--- src/aufp_pkg.sv ---
// aufp_pkg: shared types and constants for the uncompressed alac frame packer
// no dependencies; used by aufp_stream_builder and alac_uncompressed_frame_packer

package aufp_pkg;

   // configuration register indexes
   localparam logic [1:0] CSR_FRAME_SAMPLES   = 2'd0;
   localparam logic [1:0] CSR_MONO_MODE       = 2'd1;
   localparam logic [1:0] CSR_HIGH_BYTE_FIRST = 2'd2;

   localparam int CSR_DATA_WIDTH = 13;
   localparam int COUNT_WIDTH    = 13;
   localparam int PENDING_WIDTH  = 7;
   localparam int STREAM_WIDTH   = 96;
   localparam int NBYTES_WIDTH   = 4;

   localparam logic [COUNT_WIDTH-1:0] FRAME_SAMPLES_RESET = 13'd352;
   localparam logic [COUNT_WIDTH-1:0] MAX_FRAME_SAMPLES   = 13'd4096;

   // 001 0000 000000000000 1 00 1
   localparam logic [22:0] HEADER_FLAGS = 23'h100009;
   localparam logic [2:0]  FOOTER_BITS  = 3'b111;

   // byte counts per request
   localparam logic [NBYTES_WIDTH-1:0] BYTES_MID        = 4'd4;
   localparam logic [NBYTES_WIDTH-1:0] BYTES_MID_CLOSE  = 4'd6;
   localparam logic [NBYTES_WIDTH-1:0] BYTES_OPEN       = 4'd10;
   localparam logic [NBYTES_WIDTH-1:0] BYTES_OPEN_CLOSE = 4'd12;

   typedef struct packed {
      logic [STREAM_WIDTH-1:0]  stream;
      logic [NBYTES_WIDTH-1:0]  nbytes;
      logic                     closes;
      logic [PENDING_WIDTH-1:0] pending;
   } build_type;

endpackage

--- src/aufp_stream_builder.sv ---
// aufp_stream_builder: forms the left-justified bit stream for one request
// depends on aufp_pkg

module aufp_stream_builder (
   input  logic                              func,
   input  logic [7:0]                        byte_0,
   input  logic [7:0]                        byte_1,
   input  logic [7:0]                        byte_2,
   input  logic [7:0]                        byte_3,
   input  logic [aufp_pkg::COUNT_WIDTH-1:0]   frame_samples,
   input  logic                              mono_mode,
   input  logic                              high_byte_first,
   input  logic [aufp_pkg::COUNT_WIDTH-1:0]   sample_count,
   input  logic [aufp_pkg::PENDING_WIDTH-1:0] pending_bits,
   output aufp_pkg::build_type               build
);

   logic [aufp_pkg::COUNT_WIDTH-1:0] size;
   logic [7:0]                       rh;
   logic [7:0]                       rl_src;
   logic [31:0]                      word;
   logic                             opens;
   logic                             closes;
   logic [2:0]                       tail;

   always_comb begin
      // clamp frame size into 1..max
      if (frame_samples == '0) begin
         size = aufp_pkg::COUNT_WIDTH'(1);
      end else if (frame_samples > aufp_pkg::MAX_FRAME_SAMPLES) begin
         size = aufp_pkg::MAX_FRAME_SAMPLES;
      end else begin
         size = frame_samples;
      end

      // mono duplicates the left word into the right slot
      rh     = mono_mode ? byte_0 : byte_2;
      rl_src = mono_mode ? byte_1 : byte_3;
      if (high_byte_first) begin
         word = {byte_0, byte_1, rh, rl_src};
      end else begin
         word = {byte_1, byte_0, rl_src, rh};
      end
      if (func) begin
         word = '0;
      end

      opens  = (sample_count == '0);
      closes = ({1'b0, sample_count} + 14'd1) >= {1'b0, size};
      tail   = closes ? aufp_pkg::FOOTER_BITS : 3'b000;

      build.closes = closes;
      if (opens) begin
         build.stream  = {aufp_pkg::HEADER_FLAGS, 19'd0, size, word, tail, 6'd0};
         build.nbytes  = closes ? aufp_pkg::BYTES_OPEN_CLOSE : aufp_pkg::BYTES_OPEN;
         build.pending = build.stream[15:9];
      end else begin
         build.stream  = {pending_bits, word, tail, 54'd0};
         build.nbytes  = closes ? aufp_pkg::BYTES_MID_CLOSE : aufp_pkg::BYTES_MID;
         build.pending = build.stream[63:57];
      end
   end

endmodule

--- src/alac_uncompressed_frame_packer.sv ---
// alac_uncompressed_frame_packer: packs 16-bit pcm sample frames into an
// uncompressed alac frame byte stream; depends on aufp_pkg, aufp_stream_builder
//
//   channel  dir  handshake            payload
//   req      in   req_valid/req_stall  req_func, req_byte_0..req_byte_3
//   rsp      out  rsp_valid/rsp_stall  rsp_out_byte, rsp_last_of_run, rsp_frame_done
//   csr      in   csr_write_enable     csr_index, csr_data (no read-back)
//
// each request yields 4 bytes mid-frame, 10 when it opens a frame, 6 when it
// closes one and 12 when it does both; one byte leaves per cycle while rsp_stall
// is low, a rate set by the byte-wide rsp port
// a request is taken in the cycle the byte buffer hands its last byte to the
// output register, so requests follow each other with no gap
// reset is synchronous and active high; it clears the frame state and returns
// the config registers to their defaults
// rsp_stall holds the output register; the byte buffer then holds and, if it holds bytes, req stalls

module alac_uncompressed_frame_packer (
   input  logic        clock,
   input  logic        reset,

   input  logic        req_valid,
   output logic        req_stall,
   input  logic        req_func,
   input  logic [7:0]  req_byte_0,
   input  logic [7:0]  req_byte_1,
   input  logic [7:0]  req_byte_2,
   input  logic [7:0]  req_byte_3,

   output logic        rsp_valid,
   input  logic        rsp_stall,
   output logic [7:0]  rsp_out_byte,
   output logic        rsp_last_of_run,
   output logic        rsp_frame_done,

   input  logic                                csr_write_enable,
   input  logic [1:0]                          csr_index,
   input  logic [aufp_pkg::CSR_DATA_WIDTH-1:0] csr_data
);

   // configuration registers
   logic [aufp_pkg::COUNT_WIDTH-1:0] frame_samples_ff;
   logic                             mono_mode_ff;
   logic                             high_byte_first_ff;

   // frame state carried between requests
   logic [aufp_pkg::COUNT_WIDTH-1:0]   sample_count_ff, sample_count_in;
   logic [aufp_pkg::PENDING_WIDTH-1:0] pending_bits_ff, pending_bits_in;

   // byte buffer holding the bytes of one request, msb first
   logic                              buf_valid_ff, buf_valid_in;
   logic [aufp_pkg::STREAM_WIDTH-1:0] buf_data_ff, buf_data_in;
   logic [aufp_pkg::NBYTES_WIDTH-1:0] buf_left_ff, buf_left_in;
   logic                              buf_closes_ff, buf_closes_in;

   // output register
   logic       rsp_valid_ff, rsp_valid_in;
   logic [7:0] rsp_byte_ff, rsp_byte_in;
   logic       rsp_last_ff, rsp_last_in;
   logic       rsp_done_ff, rsp_done_in;

   aufp_pkg::build_type build;

   logic req_accept;
   logic rsp_load;
   logic buf_last;

   aufp_stream_builder u_builder (
      .func            (req_func),
      .byte_0          (req_byte_0),
      .byte_1          (req_byte_1),
      .byte_2          (req_byte_2),
      .byte_3          (req_byte_3),
      .frame_samples   (frame_samples_ff),
      .mono_mode       (mono_mode_ff),
      .high_byte_first (high_byte_first_ff),
      .sample_count    (sample_count_ff),
      .pending_bits    (pending_bits_ff),
      .build           (build)
   );

   // output register takes a byte when empty or being drained
   assign rsp_load   = buf_valid_ff && (!rsp_valid_ff || !rsp_stall);
   assign buf_last   = (buf_left_ff == aufp_pkg::NBYTES_WIDTH'(1));
   // buffer free now, or freed by its last byte moving out this cycle
   assign req_stall  = buf_valid_ff && !(rsp_load && buf_last);
   assign req_accept = req_valid && !req_stall;

   always_comb begin
      sample_count_in = sample_count_ff;
      pending_bits_in = pending_bits_ff;
      buf_valid_in    = buf_valid_ff;
      buf_data_in     = buf_data_ff;
      buf_left_in     = buf_left_ff;
      buf_closes_in   = buf_closes_ff;

      if (req_accept) begin
         buf_valid_in  = 1'b1;
         buf_data_in   = build.stream;
         buf_left_in   = build.nbytes;
         buf_closes_in = build.closes;
         if (build.closes) begin
            sample_count_in = '0;
            pending_bits_in = '0;
         end else begin
            sample_count_in = sample_count_ff + aufp_pkg::COUNT_WIDTH'(1);
            pending_bits_in = build.pending;
         end
      end else if (rsp_load) begin
         buf_valid_in = !buf_last;
         buf_data_in  = {buf_data_ff[aufp_pkg::STREAM_WIDTH-9:0], 8'd0};
         buf_left_in  = buf_left_ff - aufp_pkg::NBYTES_WIDTH'(1);
      end
   end

   always_comb begin
      rsp_valid_in = rsp_valid_ff;
      rsp_byte_in  = rsp_byte_ff;
      rsp_last_in  = rsp_last_ff;
      rsp_done_in  = rsp_done_ff;
      if (rsp_load) begin
         rsp_valid_in = 1'b1;
         rsp_byte_in  = buf_data_ff[aufp_pkg::STREAM_WIDTH-1 -: 8];
         rsp_last_in  = buf_last;
         rsp_done_in  = buf_last && buf_closes_ff;
      end else if (!rsp_stall) begin
         rsp_valid_in = 1'b0;
      end
   end

   always_ff @(posedge clock) begin
      if (reset) begin
         frame_samples_ff   <= aufp_pkg::FRAME_SAMPLES_RESET;
         mono_mode_ff       <= 1'b0;
         high_byte_first_ff <= 1'b0;
      end else if (csr_write_enable) begin
         case (csr_index)
            aufp_pkg::CSR_FRAME_SAMPLES:   frame_samples_ff   <= csr_data;
            aufp_pkg::CSR_MONO_MODE:       mono_mode_ff       <= csr_data[0];
            aufp_pkg::CSR_HIGH_BYTE_FIRST: high_byte_first_ff <= csr_data[0];
            default: begin
               // unmapped index, write dropped
            end
         endcase
      end
   end

   always_ff @(posedge clock) begin
      if (reset) begin
         sample_count_ff <= '0;
         pending_bits_ff <= '0;
         buf_valid_ff    <= 1'b0;
         buf_left_ff     <= '0;
         rsp_valid_ff    <= 1'b0;
      end else begin
         sample_count_ff <= sample_count_in;
         pending_bits_ff <= pending_bits_in;
         buf_valid_ff    <= buf_valid_in;
         buf_left_ff     <= buf_left_in;
         rsp_valid_ff    <= rsp_valid_in;
      end
   end

   // payload registers, no reset
   always_ff @(posedge clock) begin
      buf_data_ff   <= buf_data_in;
      buf_closes_ff <= buf_closes_in;
      rsp_byte_ff   <= rsp_byte_in;
      rsp_last_ff   <= rsp_last_in;
      rsp_done_ff   <= rsp_done_in;
   end

   assign rsp_valid       = rsp_valid_ff;
   assign rsp_out_byte    = rsp_byte_ff;
   assign rsp_last_of_run = rsp_last_ff;
   assign rsp_frame_done  = rsp_done_ff;

   // a valid buffer always has bytes left to send
   a_buf_nonempty: assert property (@(posedge clock) disable iff (reset)
      buf_valid_ff |-> buf_left_ff != '0)
      else $error("byte buffer valid with no bytes left");

   // frame done only on the last byte of a request
   a_done_is_last: assert property (@(posedge clock) disable iff (reset)
      (rsp_valid && rsp_frame_done) |-> rsp_last_of_run)
      else $error("frame done without last of run");

   // a request that opens a frame carries the header bytes
   a_open_bytes: assert property (@(posedge clock) disable iff (reset)
      (req_accept && sample_count_ff == '0) |=>
         (buf_left_ff == aufp_pkg::BYTES_OPEN || buf_left_ff == aufp_pkg::BYTES_OPEN_CLOSE))
      else $error("frame open with wrong byte count");

   // sample count stays below the largest frame size
   a_count_range: assert property (@(posedge clock) disable iff (reset)
      sample_count_ff < aufp_pkg::MAX_FRAME_SAMPLES)
      else $error("sample count out of range");

endmodule

--- config.mk ---
export PLATFORM = sky130hd
export DESIGN_NAME = alac_uncompressed_frame_packer
export DESIGN_NICKNAME = d
export VERILOG_FILES = /design/src/aufp_pkg.sv /design/src/aufp_stream_builder.sv /design/src/alac_uncompressed_frame_packer.sv
export SDC_FILE = /design/constraint.sdc
export NUM_CORES = 1
export LEC_CHECK = 0
export ABC_AREA = 1
export BUFFER_PORTS_ARGS = -buffer_cell sky130_fd_sc_hd__clkbuf_2
export CAP_MARGIN = 20
export CORE_ASPECT_RATIO = 0.6
export CORE_UTILIZATION = 35
export DETAILED_ROUTE_END_ITERATION = 6
export GPL_ROUTABILITY_DRIVEN = 0
export HOLD_SLACK_MARGIN = 0.03
export PLACE_DENSITY = 0.5
export SLEW_MARGIN = 20
export SYNTH_ARGS = -nofsm -noshare
export SYNTH_HDL_FRONTEND = slang
export SYNTH_HIERARCHICAL = 1
export SYNTH_SLANG_ARGS = --single-unit
--- constraint.sdc ---
create_clock -name clock -period 3.5 [get_ports clock]
set_input_delay 0 -clock clock [delete_from_list [all_inputs] [get_ports clock]]
set_output_delay 0 -clock clock [all_outputs]
set_load 0.03 [all_outputs]
==> impl_metrics.json, run 1 <==
{
  "crit_type": "register to register",
  "cts-root-buf": "clkbuf_16",
  "drive_gt1_frac": 0.102,
  "wl_um": 20700,
  "wl_per_cell_um": 14.0,
  "post-route-drc-count": 0,
  "clk_pin_slew_ps": 60,
  "vias_per_cell": 4.54,
  "grtUsageTotal": 0.182,
  "intPower_mw": 3.61,
  "antenna_cells": 0,
  "comb_power_share": 0.158,
  "setup_viol": 0,
  "grt_overflow": 0,
  "synth_top_cell_area_share": 0.391,
  "critPathArrivalTime_ps": 3290,
  "multiInputGateArea_um2": 3480,
  "grt_pass1_vias": 5991,
  "path_max_fanout": 9,
  "yosysWarnings": 6,
  "max-vdd-ir-drop_mv": 0.394,
  "start_kind": "register",
  "synthSimpleGateAreaFrac": 0.323,
  "regToRegStartpoint": "sample_count_ff[2]$_SDFFE_PP0P_",
  "grt_pass1_wl_um": 33100,
  "ant_nets": 0,
  "r2r_slack_ps": 570,
  "whs_endpoint": "buf_data_ff[76]$_DFFE_PP_",
  "drv_slew": 0,
  "dr_total_vias": 6725,
  "nNetsFinal": 1233,
  "yosysTopAreaCell": "edfxtp_1",
  "met2_length_um": 7720,
  "syn_avg_cell_area_um2": 7.48,
  "antenna_found_initial": 0,
  "fin_skew_ps": 16.7,
  "fmax_ghz": 0.341,
  "rsz0062_at_grt": "false",
  "clk_latency_ps": 430,
  "clock_path_buffers": 2,
  "cap_violations": 0,
  "port-buffer-count": 64,
  "wl_met3_um": 900,
  "clock_sinks": 148,
  "synth_top_family_by_area": "simple AND/OR/NAND/NOR gates",
  "synth-seq-cells": 148,
  "design.core.area_um2": 22500,
  "finalSetupTns_ps": 0,
  "htree_num_levels": 4,
  "start_util": 0.364,
  "ys_top_cells_by_area": "edfxtp_1 (39%), nand2_1 (20%), dfxtp_1 (10%), nor2_1 (8.6%), inv_1 (4.2%)",
  "synth-edff-count": 107,
  "seq_area_um2": 4030,
  "rows": 42,
  "worst_pin_slew_ps": 742,
  "dr.pass1.iters": 5,
  "p_per_area_nw_per_um2": 520,
  "drt_iter0_markers": 538,
  "fp.dieArea_um2": 24100,
  "numCtsBuffers": 17,
  "synthCells": 1098,
  "io_pins": 65,
  "synth_common_cells": "nand2_1 (428), nor2_1 (189), edfxtp_1 (107)",
  "die_x_um": 200,
  "die_y_um": 121,
  "required_ps": 3860,
  "synth-main-ff-cell": "edfxtp_1",
  "cts_tree": "done",
  "met1_length_um": 12000,
  "nFillCells": 2306,
  "outcome": "finished clean",
  "syn_area_um2": 8210,
  "postCtsSetupBuffers": 0,
  "synth-compound-area-share": 0.0536,
  "ff2ff_path_depth": 20,
  "min_period_ps": 2930,
  "min_path_type": "input port to register",
  "async_flop_share": 0,
  "synthAdderAreaFrac": 0.0320,
  "area_growth_pct": 16.3,
  "synth.distinct_cells": 27,
  "finalHoldViolCount": 0,
  "grt_max_degree": 78,
  "swShare": 0.273,
  "layout.cells.non_filler": 1480,
  "muxShareOfSynthArea": 0,
  "worstHoldStart": "req_byte_1[3]",
  "rr_endpoint": "sample_count_ff[9]$_SDFFE_PP0P_",
  "fin_crit_sh": 0.838,
  "seq_power_share": 0.452,
  "dpl.hpwl_um": 14800,
  "power.switching_mw": 1.36,
  "yosysMostFrequentCell": "nand2_1",
  "holdPathStages": 5,
  "yosys.area_share.xor_xnor": 0.00960,
  "clockPowerShare": 0.390,
  "place_inst": 1426,
  "ys_seq_area_frac": 0.491,
  "crit_path_end_kind": "register",
  "slew_headroom": 0.504,
  "p_leak_nw": 4.43,
  "maxUsedRoutingLayer": "met4"
}
-- placed cells by master (no fill, tap or decap), types with 6 or more instances in the layout --
cell type / count
a21oi_1: 32
buf_4: 8
clkbuf_16: 17
clkbuf_2: 64
conb_1: 7
dfxtp_1: 41
dlygate4sd3_1: 22
edfxtp_1: 107
ha_1: 21
inv_1: 91
nand2_1: 427
nand3_1: 29
nand4_1: 6
nor2_1: 189
nor3_1: 17
o211ai_1: 10
o21ai_0: 40
xor2_1: 8
-- flip-flops by register name (all words and copies together), names as in the netlist --
name	cells
buf_closes_ff	1
buf_data_ff	96
buf_left_ff	4
buf_valid_ff	1
frame_samples_ff	13
high_byte_first_ff	1
mono_mode_ff	1
pending_bits_ff	7
rsp_frame_done	1
rsp_last_of_run	1
rsp_out_byte	8
rsp_valid	1
sample_count_ff	13
-- layer usage --
| layer | GRT usage | up-vias |
|---|---|---|
| met5 | 0 | - |
| met4 | 0.0410 | 0 |
| met3 | 0.0363 | 7 |
| met2 | 0.230 | 148 |
| met1 | 0.303 | 3014 |
| li1 | - | 3556 |
-- critical path, cell delays in order, from the launching register on --
cell and delay (ps):
dfxtp_1 500, nand3_1 170, inv_1 80, nand2_1 80
nor2_1 260, nand2_1 110, xor2_1 160, ha_1 310
nand2_1 80, inv_1 40, nand2_1 50, nand2_1 50
nand2_1 70, nand2_1 50, nand2_1 70, nand3_1 150
nand3_1 120, nand2_1 70, inv_1 260, nand2_1 90
nor2_1 90
-- stage by stage --
step	worst slack, ps	hold slack [ps]	power, mW	utilization	instance area (µm²)
finish	566	89.5	4.97	0.424	9550
global route	163	130	5.22	0.424	9550
CTS	597	80.3	5.02	0.424	9550
detailed placement	615	224	3.05	0.387	8710
global placement	673	219	3.05	0.387	8710
floorplan	756	69.1	2.83	-	8240
-- final cells by class --
class | count | share of cell area
sequential | 148 | 0.422
multi-input combinational | 799 | 0.364
timing repair buffer | 98 | 0.0713
clock buffer | 19 | 0.0453
tap | 308 | 0.0403
inverter | 95 | 0.0373
clock inverter | 13 | 0.0194
-- worst max-delay path by stage --
stage / startpoint / to / slack (ps) / cells past startpoint
6_report: sample_count_ff[2]$_SDFFE_PP0P_ / sample_count_ff[9]$_SDFFE_PP0P_ / 570 / 20
5_1_grt: sample_count_ff[0]$_SDFFE_PP0P_ / sample_count_ff[12]$_SDFFE_PP0P_ / 160 / 21
4_1_cts: sample_count_ff[2]$_SDFFE_PP0P_ / sample_count_ff[12]$_SDFFE_PP0P_ / 600 / 20
3_5_place_dp: sample_count_ff[2]$_SDFFE_PP0P_ / sample_count_ff[12]$_SDFFE_PP0P_ / 620 / 20
3_3_place_gp: sample_count_ff[2]$_SDFFE_PP0P_ / buf_left_ff[1]$_SDFFE_PP0P_ / 670 / 21
2_1_floorplan: rsp_valid$_SDFFE_PP0P_ / buf_data_ff[0]$_SDFFCE_PN0P_ / 760 / 7
-- power by group through the flow --
stage,Clock [mW],Sequential (mW),Combinational (mW)
floorplan,0,2.29,0.540
global placement,0,2.28,0.770
detailed placement,0,2.28,0.770
CTS,1.98,2.25,0.792
global route,2.05,2.27,0.897
finish,1.94,2.24,0.785
-- cells by family (layout without fill, tap and decap cells) --
kind of cell | Yosys count | count (layout)
buffers and inverters | 157 | 225
DFF | 148 | 148
and+or+nand+nor | 679 | 679
xor gates and xnor gates | 9 | 9
adders and majority gates | 21 | 21
AOI/OAI and AO/OA | 83 | 83
other | 1 | 7
-- what timing repair did --
item | CTS | global route
gates resized for setup | 0 | 0
hold buffers | 22 | 0
hold endpoints to repair | 17 | 0
No activity file was read; power rests on OpenSTA's default activity.
==> run 2: changes to the inputs <==
==> constraint.sdc (replaced) <==
create_clock -name clock -period 2.63 [get_ports clock]
set_input_delay 0 -clock clock [delete_from_list [all_inputs] [get_ports clock]]
set_output_delay 0 -clock clock [all_outputs]
set_load 0.03 [all_outputs]
==> run 2 against run 1 <==
  * Largest cell class unchanged
  * Highest routed layer unchanged
  * Sequential cell count is the same
  * First-iteration DRC count shrank 22%
  * Total power grew 33%
  * Maximum frequency grew 16%
  * Sequential power grew 33%
==> impl_metrics.json, run 2 (synthesized netlist as in run 1, its figures left out) <==
{
  "outcome": "finished clean",
  "p_per_area_nw_per_um2": 649,
  "drv_slew": 0,
  "top_regs": "buf_data_ff x96, frame_samples_ff x13, sample_count_ff x13",
  "nFillCells": 2290,
  "cap_violations": 0,
  "dr_total_vias": 6983,
  "io_pins": 65,
  "dr.pass1.iters": 7,
  "wl_um": 21500,
  "antenna_found_initial": 0,
  "final_cell_mix": "nand2_1 (411), nor2_1 (180), edfxtp_1 (107)",
  "fmax_ghz": 0.395,
  "critPathArrivalTime_ps": 2850,
  "p_total_mw": 6.61,
  "required_ps": 2950,
  "worst_pin_slew_ps": 504,
  "htree_num_levels": 4,
  "place_ws_ps": -50.4,
  "grt_pass1_wl_um": 34300,
  "rows": 42,
  "slew_headroom": 0.660,
  "crit_path_end_kind": "register",
  "cts_tree": "done",
  "grt_max_degree": 87,
  "cts-root-buf": "clkbuf_16",
  "min_path_type": "input port to register",
  "post-route-drc-count": 0,
  "nNetsFinal": 1275,
  "ant_nets": 0,
  "port-buffer-count": 64,
  "finalHoldViolCount": 0,
  "fin_crit_sh": 0.964,
  "seq_area_um2": 4050,
  "drt_iter0_markers": 421,
  "crit_type": "register to register",
  "path_max_fanout": 7,
  "area_growth_pct": 24.0,
  "clk_latency_ps": 430,
  "r2r_slack_ps": 100,
  "clock_sinks": 148,
  "fp.dieArea_um2": 24100,
  "numCtsBuffers": 17,
  "fin_skew_ps": 12.3,
  "clk_pin_slew_ps": 60,
  "final_common_cell": "nand2_1",
  "largest_reg_flops": 96,
  "start_util": 0.364,
  "clock_path_buffers": 2,
  "max-vdd-ir-drop_mv": 0.510,
  "grt_overflow": 0,
  "grt_pass1_vias": 6288,
  "drive_gt1_frac": 0.183,
  "die_y_um": 121,
  "dpl.hpwl_um": 15200,
  "rsz0062_at_grt": "true",
  "p_leak_nw": 4.73,
  "vias_per_cell": 4.59,
  "wl_per_cell_um": 14.1,
  "top_register": "buf_data_ff",
  "grtUsageTotal": 0.188,
  "antenna_cells": 0,
  "setup_viol": 0,
  "start_kind": "register",
  "multiInputGateArea_um2": 3740,
  "die_x_um": 200,
  "design.core.area_um2": 22500,
  "min_period_ps": 2530,
  "finalSetupTns_ps": 0,
  "worst_slack_ps": 95.9
}
run 2: area by class of cell:
class                           count  share of cell area
Clock inverter                     13              0.0145
Sequential cell                   148               0.398
Clock buffer                       19              0.0435
Multi-Input combinational cell    799               0.367
Tap cell                          308              0.0378
Timing Repair Buffer              140               0.104
Inverter                           95              0.0353
run 2: timing repair:
item	CTS	global route
resized for setup	7	77
buffers inserted	1	4
cloned	0	0
pin swaps	2	33
setup endpoints to repair	23	29
hold buffers	22	0
hold endpoints to repair	17	0
run 2: worst max-delay path: stages, from the launching register on:
cell and delay [ps]:
dfxtp_2 320, or2_4 250, nor2_4 90, nand2_2 70
nand2_4 90, buf_4 120, nand2_1 80, ha_1 280
nand2_1 80, inv_1 50, a21oi_2 150, nand2_2 100
nand2_4 100, nand2_2 70, nor2_4 160, ha_4 140
inv_1 30, nand3_1 60, nand3_1 80, nand2_1 60
inv_1 40
run 2: through the flow:
stage | util | hold slack, ps | cell area [µm²] | instances
2_1_floorplan | - | 69.1 | 8240 | 1104
3_3_place_gp | 0.401 | 221 | 9040 | 1463
3_5_place_dp | 0.401 | 217 | 9040 | 1463
4_1_cts | 0.438 | 82.4 | 9880 | 1518
5_1_grt | 0.452 | 122 | 10200 | 1522
6_report | 0.452 | 90.9 | 10200 | 1522
run 2: worst paths after layout:
kind | from | to | depth (start not counted)
worst max register to register | frame_samples_ff[0]$_SDFFE_PP0P_ | buf_left_ff[2]$_SDFFE_PP0P_ | 20
worst min-delay path | req_byte_1[6] | buf_data_ff[79]$_DFFE_PP_ | 5
worst min register to register | buf_data_ff[92]$_DFFE_PP_ | rsp_out_byte[4]$_DFFE_PP_ | 0
worst max-delay path | frame_samples_ff[0]$_SDFFE_PP0P_ | buf_left_ff[2]$_SDFFE_PP0P_ | 20
run 2: power breakdown:
part,total [mW],leakage [nW],internal (mW),switching [mW]
Sequential,2.98,1.43,2.89,0.0945
Combinational,1.16,3.03,0.397,0.762
Clock,2.48,0.277,1.44,1.04
run 2: routing by layer:
| layer | routed length, µm | vias up | global-route usage |
|---|---|---|---|
| met5 | 0 | - | 0 |
| met4 | 93 | 0 | 0.0429 |
| met3 | 812 | 5 | 0.0371 |
| met2 | 8300 | 109 | 0.237 |
| met1 | 12300 | 3222 | 0.314 |
| li1 | - | 3647 | - |
